<file path="config.mk">
export PLATFORM = sky130hd
export DESIGN_NAME = positional_list_engine_top
export DESIGN_NICKNAME = d
export VERILOG_FILES = /design/src/rtl/core/ple_pkg.sv /design/src/rtl/core/ple_cell.sv /design/src/rtl/core/ple_chain.sv /design/src/rtl/core/positional_list_engine_top.sv
export SDC_FILE = /design/constraint.sdc
export NUM_CORES = 2
export LEC_CHECK = 0
export ABC_CLOCK_PERIOD_IN_PS = 11100
export BUFFER_PORTS_ARGS = -buffer_cell sky130_fd_sc_hd__buf_2
export CELL_PAD_IN_SITES_DETAIL_PLACEMENT = 0
export CELL_PAD_IN_SITES_GLOBAL_PLACEMENT = 1
export CORE_MARGIN = 5
export CORE_UTILIZATION = 53
export CTS_BUF_LIST = sky130_fd_sc_hd__clkbuf_8
export CTS_CLUSTER_SIZE = 12
export DETAILED_ROUTE_END_ITERATION = 10
export PLACE_DENSITY_LB_ADDON = 0.1
export SYNTH_ARGS = -nofsm -noshare
export SYNTH_HDL_FRONTEND = slang
export SYNTH_SLANG_ARGS = --single-unit
</file>
<file path="constraint.sdc">
create_clock -name aclk -period 11.1 [get_ports aclk]
set_input_delay 2.22 -clock aclk [delete_from_list [all_inputs] [get_ports aclk]]
set_output_delay 2.22 -clock aclk [all_outputs]
set_load 0.05 [all_outputs]
</file>
<file path="src/rtl/core/ple_pkg.sv">
`timescale 1ns / 1ps
`default_nettype none

package ple_pkg;

    localparam int POS_W  = 7;
    localparam int DATA_W = 32;

    localparam logic [2:0] CMD_INS_FRONT = 3'd0;
    localparam logic [2:0] CMD_INS_BACK  = 3'd1;
    localparam logic [2:0] CMD_INS_AT    = 3'd2;
    localparam logic [2:0] CMD_DEL_FRONT = 3'd3;
    localparam logic [2:0] CMD_DEL_BACK  = 3'd4;
    localparam logic [2:0] CMD_DEL_AT    = 3'd5;
    localparam logic [2:0] CMD_READ      = 3'd6;

    localparam logic [1:0] ST_DONE       = 2'd0;
    localparam logic [1:0] ST_IGNORED    = 2'd1;
    localparam logic [1:0] ST_FULL       = 2'd2;
    localparam logic [1:0] ST_EMPTY_READ = 2'd3;

    typedef enum logic [1:0] {
        OP_HOLD = 2'd0,
        OP_INS  = 2'd1,
        OP_DEL  = 2'd2,
        OP_ROT  = 2'd3
    } cell_op_t;

    typedef struct packed {
        cell_op_t           op;
        logic [POS_W-1:0]   pos;
        logic [POS_W-1:0]   last;
    } cell_ctrl_t;

endpackage

`default_nettype wire

</file>
<file path="src/rtl/core/ple_cell.sv">
`timescale 1ns / 1ps
`default_nettype none

module ple_cell #(
    parameter int IDX = 0
) (
    input  wire logic                       aclk,
    input  wire ple_pkg::cell_ctrl_t        ctrl,
    input  wire logic [ple_pkg::DATA_W-1:0] ins_value,
    input  wire logic [ple_pkg::DATA_W-1:0] left_data,
    input  wire logic [ple_pkg::DATA_W-1:0] right_data,
    input  wire logic [ple_pkg::DATA_W-1:0] head_data,
    output logic [ple_pkg::DATA_W-1:0]      data
);
    import ple_pkg::*;

    localparam logic [POS_W-1:0] MY_IDX = POS_W'(IDX);

    logic [DATA_W-1:0] data_reg;
    logic [DATA_W-1:0] data_next;

    always_comb begin
        data_next = data_reg;
        case (ctrl.op)
            OP_INS: begin
                if (MY_IDX > ctrl.pos) begin
                    data_next = left_data;
                end else if (MY_IDX == ctrl.pos) begin
                    data_next = ins_value;
                end
            end
            OP_DEL: begin
                if (MY_IDX >= ctrl.pos) begin
                    data_next = right_data;
                end
            end
            OP_ROT: begin
                if (MY_IDX == ctrl.last) begin
                    data_next = head_data;
                end else if (MY_IDX < ctrl.last) begin
                    data_next = right_data;
                end
            end
            default: begin
                data_next = data_reg;
            end
        endcase
    end

    always_ff @(posedge aclk) begin
        data_reg <= data_next;
    end

    assign data = data_reg;

endmodule

`default_nettype wire

</file>
<file path="src/rtl/core/ple_chain.sv">
`timescale 1ns / 1ps
`default_nettype none

module ple_chain #(
    parameter int CAPACITY = 32
) (
    input  wire logic                       aclk,
    input  wire ple_pkg::cell_ctrl_t        ctrl,
    input  wire logic [ple_pkg::DATA_W-1:0] ins_value,
    output logic [ple_pkg::DATA_W-1:0]      head_data
);
    import ple_pkg::*;

    logic [DATA_W-1:0] cell_data [CAPACITY];

    assign head_data = cell_data[0];

    for (genvar i = 0; i < CAPACITY; i++) begin : g_cell
        logic [DATA_W-1:0] left_d;
        logic [DATA_W-1:0] right_d;

        if (i == 0) begin : g_first
            assign left_d = ins_value;
        end else begin : g_mid_l
            assign left_d = cell_data[i-1];
        end

        if (i == CAPACITY - 1) begin : g_last
            assign right_d = cell_data[i];
        end else begin : g_mid_r
            assign right_d = cell_data[i+1];
        end

        ple_cell #(
            .IDX(i)
        ) u_cell (
            .aclk      (aclk),
            .ctrl      (ctrl),
            .ins_value (ins_value),
            .left_data (left_d),
            .right_data(right_d),
            .head_data (cell_data[0]),
            .data      (cell_data[i])
        );
    end

endmodule

`default_nettype wire

</file>
<file path="src/rtl/core/positional_list_engine_top.sv">
// positional list engine
// keeps an ordered list of up to CAPACITY signed 32-bit entries in a row of
// cells; every cell shifts to its neighbor in parallel, so inserts and deletes
// take effect on the clock edge that accepts the command
// input channel s_*: one command per transfer (cmd, value, position)
// result channel m_*: registered outputs, one result per command, or one per
// entry for a read-out of a non-empty list, with m_last on the final one
// latency: the result appears the cycle after the command transfer
// throughput: while m_ready is high, inserts, deletes and ignored commands
// can follow every cycle and a read-out gives one entry per cycle, set by
// the rotation of the cell row through its head cell; no command is taken
// until the last result of a read-out has been transferred
// reset: aresetn is synchronous and active low; it empties the list and drops
// m_valid; cell contents are not cleared and are never read while unused
// stall: while m_valid is high and m_ready is low the result register holds,
// s_ready drops and the cell row holds, so nothing is lost or repeated
`timescale 1ns / 1ps
`default_nettype none

module positional_list_engine_top #(
    parameter int CAPACITY = 32
) (
    input  wire logic               aclk,
    input  wire logic               aresetn,
    input  wire logic               s_valid,
    output logic                    s_ready,
    input  wire logic [2:0]         s_cmd,
    input  wire logic signed [31:0] s_value,
    input  wire logic [5:0]         s_position,
    output logic                    m_valid,
    input  wire logic               m_ready,
    output logic signed [31:0]      m_item,
    output logic [5:0]              m_item_index,
    output logic [5:0]              m_entry_count,
    output logic [1:0]              m_status,
    output logic                    m_last
);
    import ple_pkg::*;

    localparam int CW = $clog2(CAPACITY + 1);
    localparam logic [POS_W-1:0] CAP_P = POS_W'(CAPACITY);

    typedef enum logic [1:0] {
        S_IDLE = 2'b01,
        S_READ = 2'b10
    } state_t;

    state_t           state_reg, state_next;
    logic [CW-1:0]    count_reg, count_next;
    logic [CW-1:0]    rd_reg, rd_next;
    logic             m_valid_reg, m_valid_next;
    logic [31:0]      m_item_reg, m_item_next;
    logic [5:0]       m_item_index_reg, m_item_index_next;
    logic [5:0]       m_entry_count_reg, m_entry_count_next;
    logic [1:0]       m_status_reg, m_status_next;
    logic             m_last_reg, m_last_next;

    logic             out_free;
    logic             accept;
    logic             is_ins, is_del, is_read, bad;
    logic [POS_W-1:0] cp, pp, p;
    logic             emit_read;
    logic [CW-1:0]    rd_idx;
    logic [CW-1:0]    rd_inc;
    logic             rd_last;
    cell_ctrl_t       ctrl;
    logic [DATA_W-1:0] head_data;

    assign out_free = !m_valid_reg || m_ready;
    assign s_ready  = (state_reg == S_IDLE) && out_free;
    assign accept   = s_valid && s_ready;

    assign cp = POS_W'(count_reg);
    assign pp = POS_W'(s_position);

    always_comb begin
        is_ins  = 1'b0;
        is_del  = 1'b0;
        is_read = 1'b0;
        bad     = 1'b0;
        p       = '0;
        unique case (s_cmd)
            CMD_INS_FRONT: begin
                is_ins = 1'b1;
            end
            CMD_INS_BACK: begin
                is_ins = 1'b1;
                p      = cp;
            end
            CMD_INS_AT: begin
                is_ins = 1'b1;
                p      = pp - 1'b1;
                bad    = (pp == '0);
            end
            CMD_DEL_FRONT: begin
                is_del = 1'b1;
            end
            CMD_DEL_BACK: begin
                is_del = 1'b1;
                p      = cp - 1'b1;
                bad    = (cp == '0);
            end
            CMD_DEL_AT: begin
                is_del = 1'b1;
                p      = pp - 1'b1;
                bad    = (pp == '0);
            end
            CMD_READ: begin
                is_read = 1'b1;
            end
            default: begin
                bad = 1'b1;
            end
        endcase
    end

    assign rd_idx    = (state_reg == S_READ) ? rd_reg : '0;
    assign rd_inc    = CW'(rd_idx + 1'b1);
    assign rd_last   = (rd_inc == count_reg);
    assign emit_read = ((state_reg == S_READ) && out_free) ||
                       (accept && is_read && (count_reg != '0));

    always_comb begin
        state_next         = state_reg;
        count_next         = count_reg;
        rd_next            = rd_reg;
        m_valid_next       = m_valid_reg && !m_ready;
        m_item_next        = m_item_reg;
        m_item_index_next  = m_item_index_reg;
        m_entry_count_next = m_entry_count_reg;
        m_status_next      = m_status_reg;
        m_last_next        = m_last_reg;
        ctrl.op            = OP_HOLD;
        ctrl.pos           = p;
        ctrl.last          = cp - 1'b1;

        if (emit_read) begin
            ctrl.op            = OP_ROT;
            m_valid_next       = 1'b1;
            m_item_next        = head_data;
            m_item_index_next  = 6'(rd_inc);
            m_entry_count_next = 6'(count_reg);
            m_status_next      = ST_DONE;
            m_last_next        = rd_last;
            rd_next            = rd_inc;
            state_next         = rd_last ? S_IDLE : S_READ;
        end else if (accept) begin
            m_valid_next       = 1'b1;
            m_item_next        = '0;
            m_item_index_next  = '0;
            m_last_next        = 1'b1;
            m_status_next      = ST_IGNORED;
            if (is_read) begin
                m_status_next = ST_EMPTY_READ;
            end else if (is_ins) begin
                if (bad || (p > cp)) begin
                    m_status_next = ST_IGNORED;
                end else if (cp >= CAP_P) begin
                    m_status_next = ST_FULL;
                end else begin
                    m_status_next = ST_DONE;
                    ctrl.op       = OP_INS;
                    count_next    = CW'(count_reg + 1'b1);
                end
            end else if (is_del) begin
                if (bad || (p >= cp)) begin
                    m_status_next = ST_IGNORED;
                end else begin
                    m_status_next = ST_DONE;
                    ctrl.op       = OP_DEL;
                    count_next    = CW'(count_reg - 1'b1);
                end
            end
            m_entry_count_next = 6'(count_next);
        end
    end

    ple_chain #(
        .CAPACITY(CAPACITY)
    ) u_chain (
        .aclk     (aclk),
        .ctrl     (ctrl),
        .ins_value(s_value),
        .head_data(head_data)
    );

    always_ff @(posedge aclk) begin
        if (!aresetn) begin
            state_reg   <= S_IDLE;
            count_reg   <= '0;
            rd_reg      <= '0;
            m_valid_reg <= 1'b0;
        end else begin
            state_reg   <= state_next;
            count_reg   <= count_next;
            rd_reg      <= rd_next;
            m_valid_reg <= m_valid_next;
        end
    end

    always_ff @(posedge aclk) begin
        m_item_reg        <= m_item_next;
        m_item_index_reg  <= m_item_index_next;
        m_entry_count_reg <= m_entry_count_next;
        m_status_reg      <= m_status_next;
        m_last_reg        <= m_last_next;
    end

    assign m_valid       = m_valid_reg;
    assign m_item        = m_item_reg;
    assign m_item_index  = m_item_index_reg;
    assign m_entry_count = m_entry_count_reg;
    assign m_status      = m_status_reg;
    assign m_last        = m_last_reg;

endmodule

`default_nettype wire

</file>
### Word-level counts from Yosys, hierarchy flattened

Index checks and enable logic that the tools add are counted.

* flip-flop bits (word level): 1086
* bits of input ports: 45
* logic and storage cells: 599

* add/sub/neg operators: 5
* order comparisons: 97
* eq/ne operators: 170
* muxes and demuxes: 227
* bitwise operators: 1
* reductions and logical operators: 58

Operators by type and width (count)
* $mux W32: 160
* $pmux W32 S3: 31
* $eq A5 B7 Y1 const A: 32
* $ne A3 B3 Y1 const B: 62
* $reduce_and A4 Y1: 30
* $eq A4 B7 Y1 const A: 16
* $gt A5 B7 Y1 const A: 16
* $ge A5 B7 Y1 const A: 15
* $lt A5 B7 Y1 const A: 15
* $ne A2 B2 Y1 const B: 34
* $mux W6: 11
* $pmux W32 S2: 1
* $eq A3 B7 Y1 const A: 8
* $ge A4 B7 Y1 const A: 8
* $gt A4 B7 Y1 const A: 8
* $lt A4 B7 Y1 const A: 8
* $eq A2 B7 Y1 const A: 4
* $ge A3 B7 Y1 const A: 4
* $gt A3 B7 Y1 const A: 4
* $logic_not A7 Y1: 4
* $lt A3 B7 Y1 const A: 4
* $mux W2: 11
* $pmux W7 S3: 1
* $eq A1 B7 Y1 const A: 2
* other kinds (34): 69

### Depth between registers and ports, before layout

* word-level depth: 14
* gate-level depth with buffers: 20
* gate-level depth less buffers: 14

### Cells and area by module

From an unflattened synthesis, not the netlist that was laid out.

* cell total of the unflattened synthesis: 6797
* area total of the unflattened synthesis: 76559.7 µm²

By module, submodules not included
* positional_list_engine_top: times used 1, cells an instance 351, area an instance 3498.4 µm²
* ple_cell at u_chain.g_cell[3].u_cell: times used 1, cells an instance 276, area an instance 2922.8 µm²
* ple_cell at u_chain.g_cell[7].u_cell: times used 1, cells an instance 273, area an instance 2885.3 µm²
* ple_cell at u_chain.g_cell[17].u_cell: times used 1, cells an instance 279, area an instance 2782.7 µm²
* ple_cell at u_chain.g_cell[29].u_cell: times used 1, cells an instance 285, area an instance 2716.4 µm²
* ple_cell at u_chain.g_cell[13].u_cell: times used 1, cells an instance 274, area an instance 2715.1 µm²
* ple_cell at u_chain.g_cell[15].u_cell: times used 1, cells an instance 272, area an instance 2713.9 µm²
* ple_cell at u_chain.g_cell[24].u_cell: times used 1, cells an instance 201, area an instance 2590.0 µm²
* ple_cell at u_chain.g_cell[12].u_cell: times used 1, cells an instance 273, area an instance 2557.5 µm²
* ple_cell at u_chain.g_cell[8].u_cell: times used 1, cells an instance 242, area an instance 2442.3 µm²
* ple_cell at u_chain.g_cell[16].u_cell: times used 1, cells an instance 236, area an instance 2416.1 µm²
* ple_cell at u_chain.g_cell[28].u_cell: times used 1, cells an instance 261, area an instance 2401.1 µm²
* ple_cell at u_chain.g_cell[11].u_cell: times used 1, cells an instance 189, area an instance 2272.2 µm²
* ple_cell at u_chain.g_cell[27].u_cell: times used 1, cells an instance 191, area an instance 2227.1 µm²
* +19 rows

### Worst setup path before layout

OpenSTA, ideal clock, no wires.

* path type: input to register
* start point: input s_position[0]
* end point: register u_chain.g_cell[16].u_cell.data_reg[0] (enable)
* library setup time: 0.511 ns
* arrival: 8.844 ns
* data required time: 10.589 ns
* slack: 1.746 ns
* cell stages on the path: 17
* path buffers: 4
* path through: clkbuf_1 > inv_1 > ha_1 > nor3b_1 > xnor2_1 > o211a_1 > inv_2 > clkbuf_1 > buf_1 > ha_1 > a21o_1 > a21oi_1 > o311ai_1 > o311ai_2 > buf_2 > nor2_1 > o41ai_1

* cells in the longest elaborated chain, start to end: 13

Ends and longest elaborated chain
* start: declaration: RTL line positional_list_engine_top.sv:29 `input wire logic [5:0] s_position,`
* $sub A6 B1 Y7: RTL line positional_list_engine_top.sv:92, positional_list_engine_top.sv:105
* $pmux W7 S3: RTL line positional_list_engine_top.sv:82 `unique case (s_cmd)`
* $ge A7 B6 Y1: RTL line positional_list_engine_top.sv:166 `if (bad || (p >= cp)) begin`
* $logic_or A1 B1 Y1: RTL line positional_list_engine_top.sv:166
* $mux W2: RTL line positional_list_engine_top.sv:166
* $mux W2: RTL line positional_list_engine_top.sv:165 `end else if (is_del) begin`
* $mux W2: RTL line positional_list_engine_top.sv:155 `end else if (is_ins) begin`
* $mux W2: RTL line positional_list_engine_top.sv:153 `if (is_read) begin`
* $mux W2: RTL line positional_list_engine_top.sv:147 `end else if (accept) begin`
* $mux W2: RTL line positional_list_engine_top.sv:137 `if (emit_read) begin`
* $eq A2 B2 Y1 / $eq A2 B1 Y1 (equally long branches): RTL line ple_cell.sv:24 `case (ctrl.op)`
* $ne A3 B3 Y1 (no line) (tied with other cells)
* $reduce_and A4 Y1 (no line) *
* end signal: assignment: RTL line ple_cell.sv:51 `data_reg <= data_next;`
* end: declaration: RTL line ple_cell.sv:19 `logic [DATA_W-1:0] data_reg;`

Mark *: on every way between the ends. The rest lies on a longest branch, timed or not.
A chain may end at the register's enable or synchronous reset.

### Worst setup path in the final report

* start point: input s_position[0]
* end point: register u_chain.g_cell[21].u_cell.data_reg[5], data pin

* cells in the longest elaborated chain, start to end: 12

Ends and longest elaborated chain
* $sub A6 B1 Y7: RTL line positional_list_engine_top.sv:92, positional_list_engine_top.sv:105
* $pmux W7 S3: RTL line positional_list_engine_top.sv:82
* $ge A7 B6 Y1: RTL line positional_list_engine_top.sv:166
* $logic_or A1 B1 Y1: RTL line positional_list_engine_top.sv:166
* $mux W2: RTL line positional_list_engine_top.sv:166
* $mux W2: RTL line positional_list_engine_top.sv:165
* $mux W2: RTL line positional_list_engine_top.sv:155
* $mux W2: RTL line positional_list_engine_top.sv:153
* $mux W2: RTL line positional_list_engine_top.sv:147
* $mux W2: RTL line positional_list_engine_top.sv:137
* $eq A2 B2 Y1 / $eq A2 B1 Y1 (equally long branches): RTL line ple_cell.sv:24
* $pmux W32 S3 *: RTL line ple_cell.sv:24
* named net u_chain.g_cell[21].u_cell.data_next[5]: RTL line ple_cell.sv:20 `logic [DATA_W-1:0] data_next;`
* end signal: assignment: RTL line ple_cell.sv:51
* end: declaration: RTL line ple_cell.sv:19

The timed path passes the listed nets; every way through them passes the cells marked *.

==> impl_metrics.csv <==
group,metric,value,unit
status,status,"finished clean",
timing,drv_slew,0,
yosys,synth-edff-count,1069,
timing,fin_ws,3.978,ns
clock_tree,cts_sinks,1086,
power,p_sw_share,36.07,%
drt,wl,232100,µm
power,design_power_total,12.82,mW
clock_tree,cts_setup_buffers,0,
floorplan,rows,123,
layout,nets,5325,
critical_path,startpoint,"s_position[0]",
timing,rsz0062_at_grt,"no",
drt,via_per_inst,7.650,
clock_tree,post_cts_resized,0,
critical_path,crit_path_top_delay_cell,"a311oi_4",
global_route,grt_pass1_wl,340000,µm
critical_path,path_class,"in -> reg",
global_route,grt_overflow,0,
floorplan,initial_core_util,53.30,%
placement,place_ws,3.262,ns
job,max_cap_violations,0,
critical_path,critPathLaunchType,"input port",
timing,period_minus_slack,7.122,ns
critical_path,path_max_fanout,96,
power,p_switching,4.625,mW
global_route,grt_antenna_before_repair,6,
power,comb_power_share,27.6,%
global_route,globalRouteTotalUtil,36.98,%
placement,routabilityCongestion,0.9146,
yosys,postSynth.asyncResetShare,0,%
critical_path,r2r-start,"count_reg[1]",
floorplan,die_w,346.4,µm
floorplan,ios,94,
critical_path,slowest_delay,0.90,ns
timing,slew-limit-headroom,8.348,%
clock_tree,cts_tree,"yes",
power,powerDensity,197.3,nW/µm²
drt,wl_per_cell,33.51,µm
clock_tree,cts_max_path_buffers,3,
clock_tree,hold_buffers,0,
critical_path,crit_family,"compound AO/OA/AOI/OAI gates",
yosys,yosys_most_used_dff,"edfxtp_1",
power,pwr-share-seq,45.4,%
clock_tree,cts_buffers,191,
power,pwr-share-clk,27.0,%
floorplan,core-area,112500,µm²
yosys,ys_warn_count,0,
clock_tree,cts.root.buffer_cell,"clkbuf_8",
power,p_int,8.196,mW
critical_path,crit_buf_inv,3,
hold_path,hp-start,"m_status[0]",
critical_path,endpoint_kind,"flop",
hold_path,hp-class,"reg -> reg",
placement,hpwl,134100,µm
global_route,grt_pass1_vias,50750,
power,ir_drop,0.1332,mV
yosys,netlist_area,59970,µm²
timing,finClkSkew,0.06168,ns
placement,place_inst,6574,
drt,firstDrtPassIters,6,
yosys,synth_seq_area_share,54.10,%
placement,numPortBuffers,93,
yosys,synth_nets,5615,
drt,vias,53000,
clock_tree,cts.clk_slew.worst_paths,0.06,ns
drt,drc_errors,0,
critical_path,crit_arrival,7.82,ns
drt,ant_nets,0,
layout,drive_above_1_share,11.73,%
critical_path,critPathRequiredTime,11.80,ns
clock_tree,clkLatencyLatePin,0.92,ns
layout,fin_cells,6927,
critical_path,path_cells,"buf_2, inv_1, ha_1, xor2_1, mux2i_1, a2bb2oi_1, nand2_1, ha_1, nor2_1, o311a_1, a311oi_4, buf_12, nand2_1, o211ai_1",
power,cellLeakagePower,20.39,nW
global_route,grt_max_degree,170,
timing,period_share,64.16,%
timing,hold_violations,0,
yosys,synth_cell_types,80,
layout,syn_to_final_growth,8.337,%
yosys,syn_inst,5557,
clock_tree,cts_max_level,4,
yosys,synth-seq-cells,1086,
timing,final.setup.tns,0,ns
floorplan,die_area,120000,µm²
timing,finalSetupViolCount,0,
yosys,synth.avg_cell_area,10.79,µm²
floorplan,die_h,346.4,µm
layout,largest_reg_flops,1024,
drt,first_iter_violations,8448,
timing,fmax,140.4,MHz
timing,worst_pin_slew,1.371,ns
[synthesized netlist by cell type (5+ instances only)]
library cell / instances / area share [%]
buf_2: 154 / 1.3
mux2i_1: 164 / 2.7
nand2_2: 13 / 0.14
edfxtp_1: 1069 / 54
o221ai_1: 33 / 0.48
o21a_1: 7 / 0.088
a22o_1: 34 / 0.50
xnor2_1: 13 / 0.19
a21o_1: 9 / 0.11
a311o_1: 32 / 0.53
nand2_1: 183 / 1.1
a31oi_1: 36 / 0.38
clkbuf_1: 534 / 3.3
a31o_2: 6 / 0.088
o211ai_1: 706 / 8.8
nor4_1: 5 / 0.052
xor2_1: 7 / 0.10
o31ai_1: 11 / 0.14
o21ai_0: 198 / 1.7
nand2b_1: 15 / 0.16
o21ai_1: 74 / 0.62
and2_1: 39 / 0.41
a211oi_1: 10 / 0.13
or3_1: 9 / 0.094
a221o_1: 64 / 1.1
ha_1: 13 / 0.27
and3_1: 33 / 0.34
nand3_1: 725 / 6.1
nor2_1: 131 / 0.82
inv_1: 46 / 0.29
nor2b_1: 9 / 0.094
buf_1: 71 / 0.44
nor3_1: 28 / 0.23
a22oi_1: 865 / 11
dfxtp_1: 17 / 0.57
a21oi_1: 45 / 0.38
nand4_1: 69 / 0.72
[final cells by class]
class	instances	area [µm²]
inverter	48	180.2
timing repair buffer	281	1939
antenna	3	7.507
tap	1500	1877
clock buffer	195	2684
clock inverter	155	726.9
sequential	1086	32440
fill	9783	47530
multi-input combinational	3659	25110
[final timing paths]
check / endpoint / slack [ns] / cells after the start
worst max-delay path: u_chain.g_cell[21].u_cell.data[5] / 3.98 / 14
worst min-delay path: m_status[0] / 0.46 / 2
worst min register to register: m_status[0] / 0.46 / 2
worst max register to register: u_chain.g_cell[21].u_cell.data[5] / 4.27 / 13
[worst register-to-register path: cells and delay by family, from the launching register on]
kind | cells | cell delay [ns]
compound gates | 4 | 2.19
simple gates | 4 | 1.89
buf+inv | 2 | 0.76
flops | 1 | 0.68
mux | 1 | 0.14
fa+ha+maj | 2 | 1.01
[logic make-up (layout without fill, tap and decap cells)]
| logic type | count (synthesis) | count (layout) | share of synthesized area (%) |
|---|---|---|---|
| AOI/OAI and AO/OA | 2175 | 2175 | 26.51 |
| and+or+nand+nor | 1287 | 1287 | 10.64 |
| DFF | 1086 | 1086 | 54.10 |
| buffers and inverters | 812 | 679 | 5.448 |
| muxes | 164 | 164 | 2.737 |
| xor gates and xnor gates | 20 | 20 | 0.2921 |
| adders and majority gates | 13 | 13 | 0.2712 |
| other | 0 | 3 | 0 |
[through the flow]
step	area, µm²	utilization, %	hold WS (ns)
2_1_floorplan	59970	-	0.4525
3_3_place_gp	61550	54.71	0.4483
3_5_place_dp	61550	54.71	0.4532
4_1_cts	64960	57.74	0.4603
5_1_grt	64960	57.75	0.5028
6_report	64970	57.75	0.4592
[routing by layer]
layer | vias up | global-route usage, % | share of wire [%]
met5 | - | 0 | 0
met4 | 0 | 17.90 | 5.0
li1 | 22010 | - | -
met2 | 4027 | 54.18 | 43
met1 | 26320 | 51.75 | 40
met3 | 638 | 9.206 | 12
[layout by cell type, fill, tap and decap left out, drive strengths merged, types with 5 or more instances in the layout]
cell type  count
and2          40
a211oi        11
a311o         32
o21ai        272
nand2        196
clkbuf       195
o31ai         11
xnor2         13
nand4         69
nand3        725
a221o         64
nor4           5
nor2         131
edfxtp      1069
and3          33
a21oi         45
inv          132
xor2           7
a31oi         36
mux2i        164
or3            9
o211ai       706
a31o           6
clkinv        70
dfxtp         17
nor3b          5
o221ai        33
nand2b        15
a21o           9
ha            13
buf          281
or2            5
a22oi        865
nor3          32
a22o          34
a21boi         5
nor2b          9
o21a           7
[power groups by stage]
stage,Sequential (mW),Combinational (mW),Clock (mW)
floorplan,5.83,2.29,0
global placement,5.86,3.36,0
detailed placement,5.86,3.44,0
CTS,5.79,3.44,3.48
global route,5.85,3.75,3.66
finish,5.82,3.54,3.46
No activity file was read; power rests on OpenSTA's default activity.
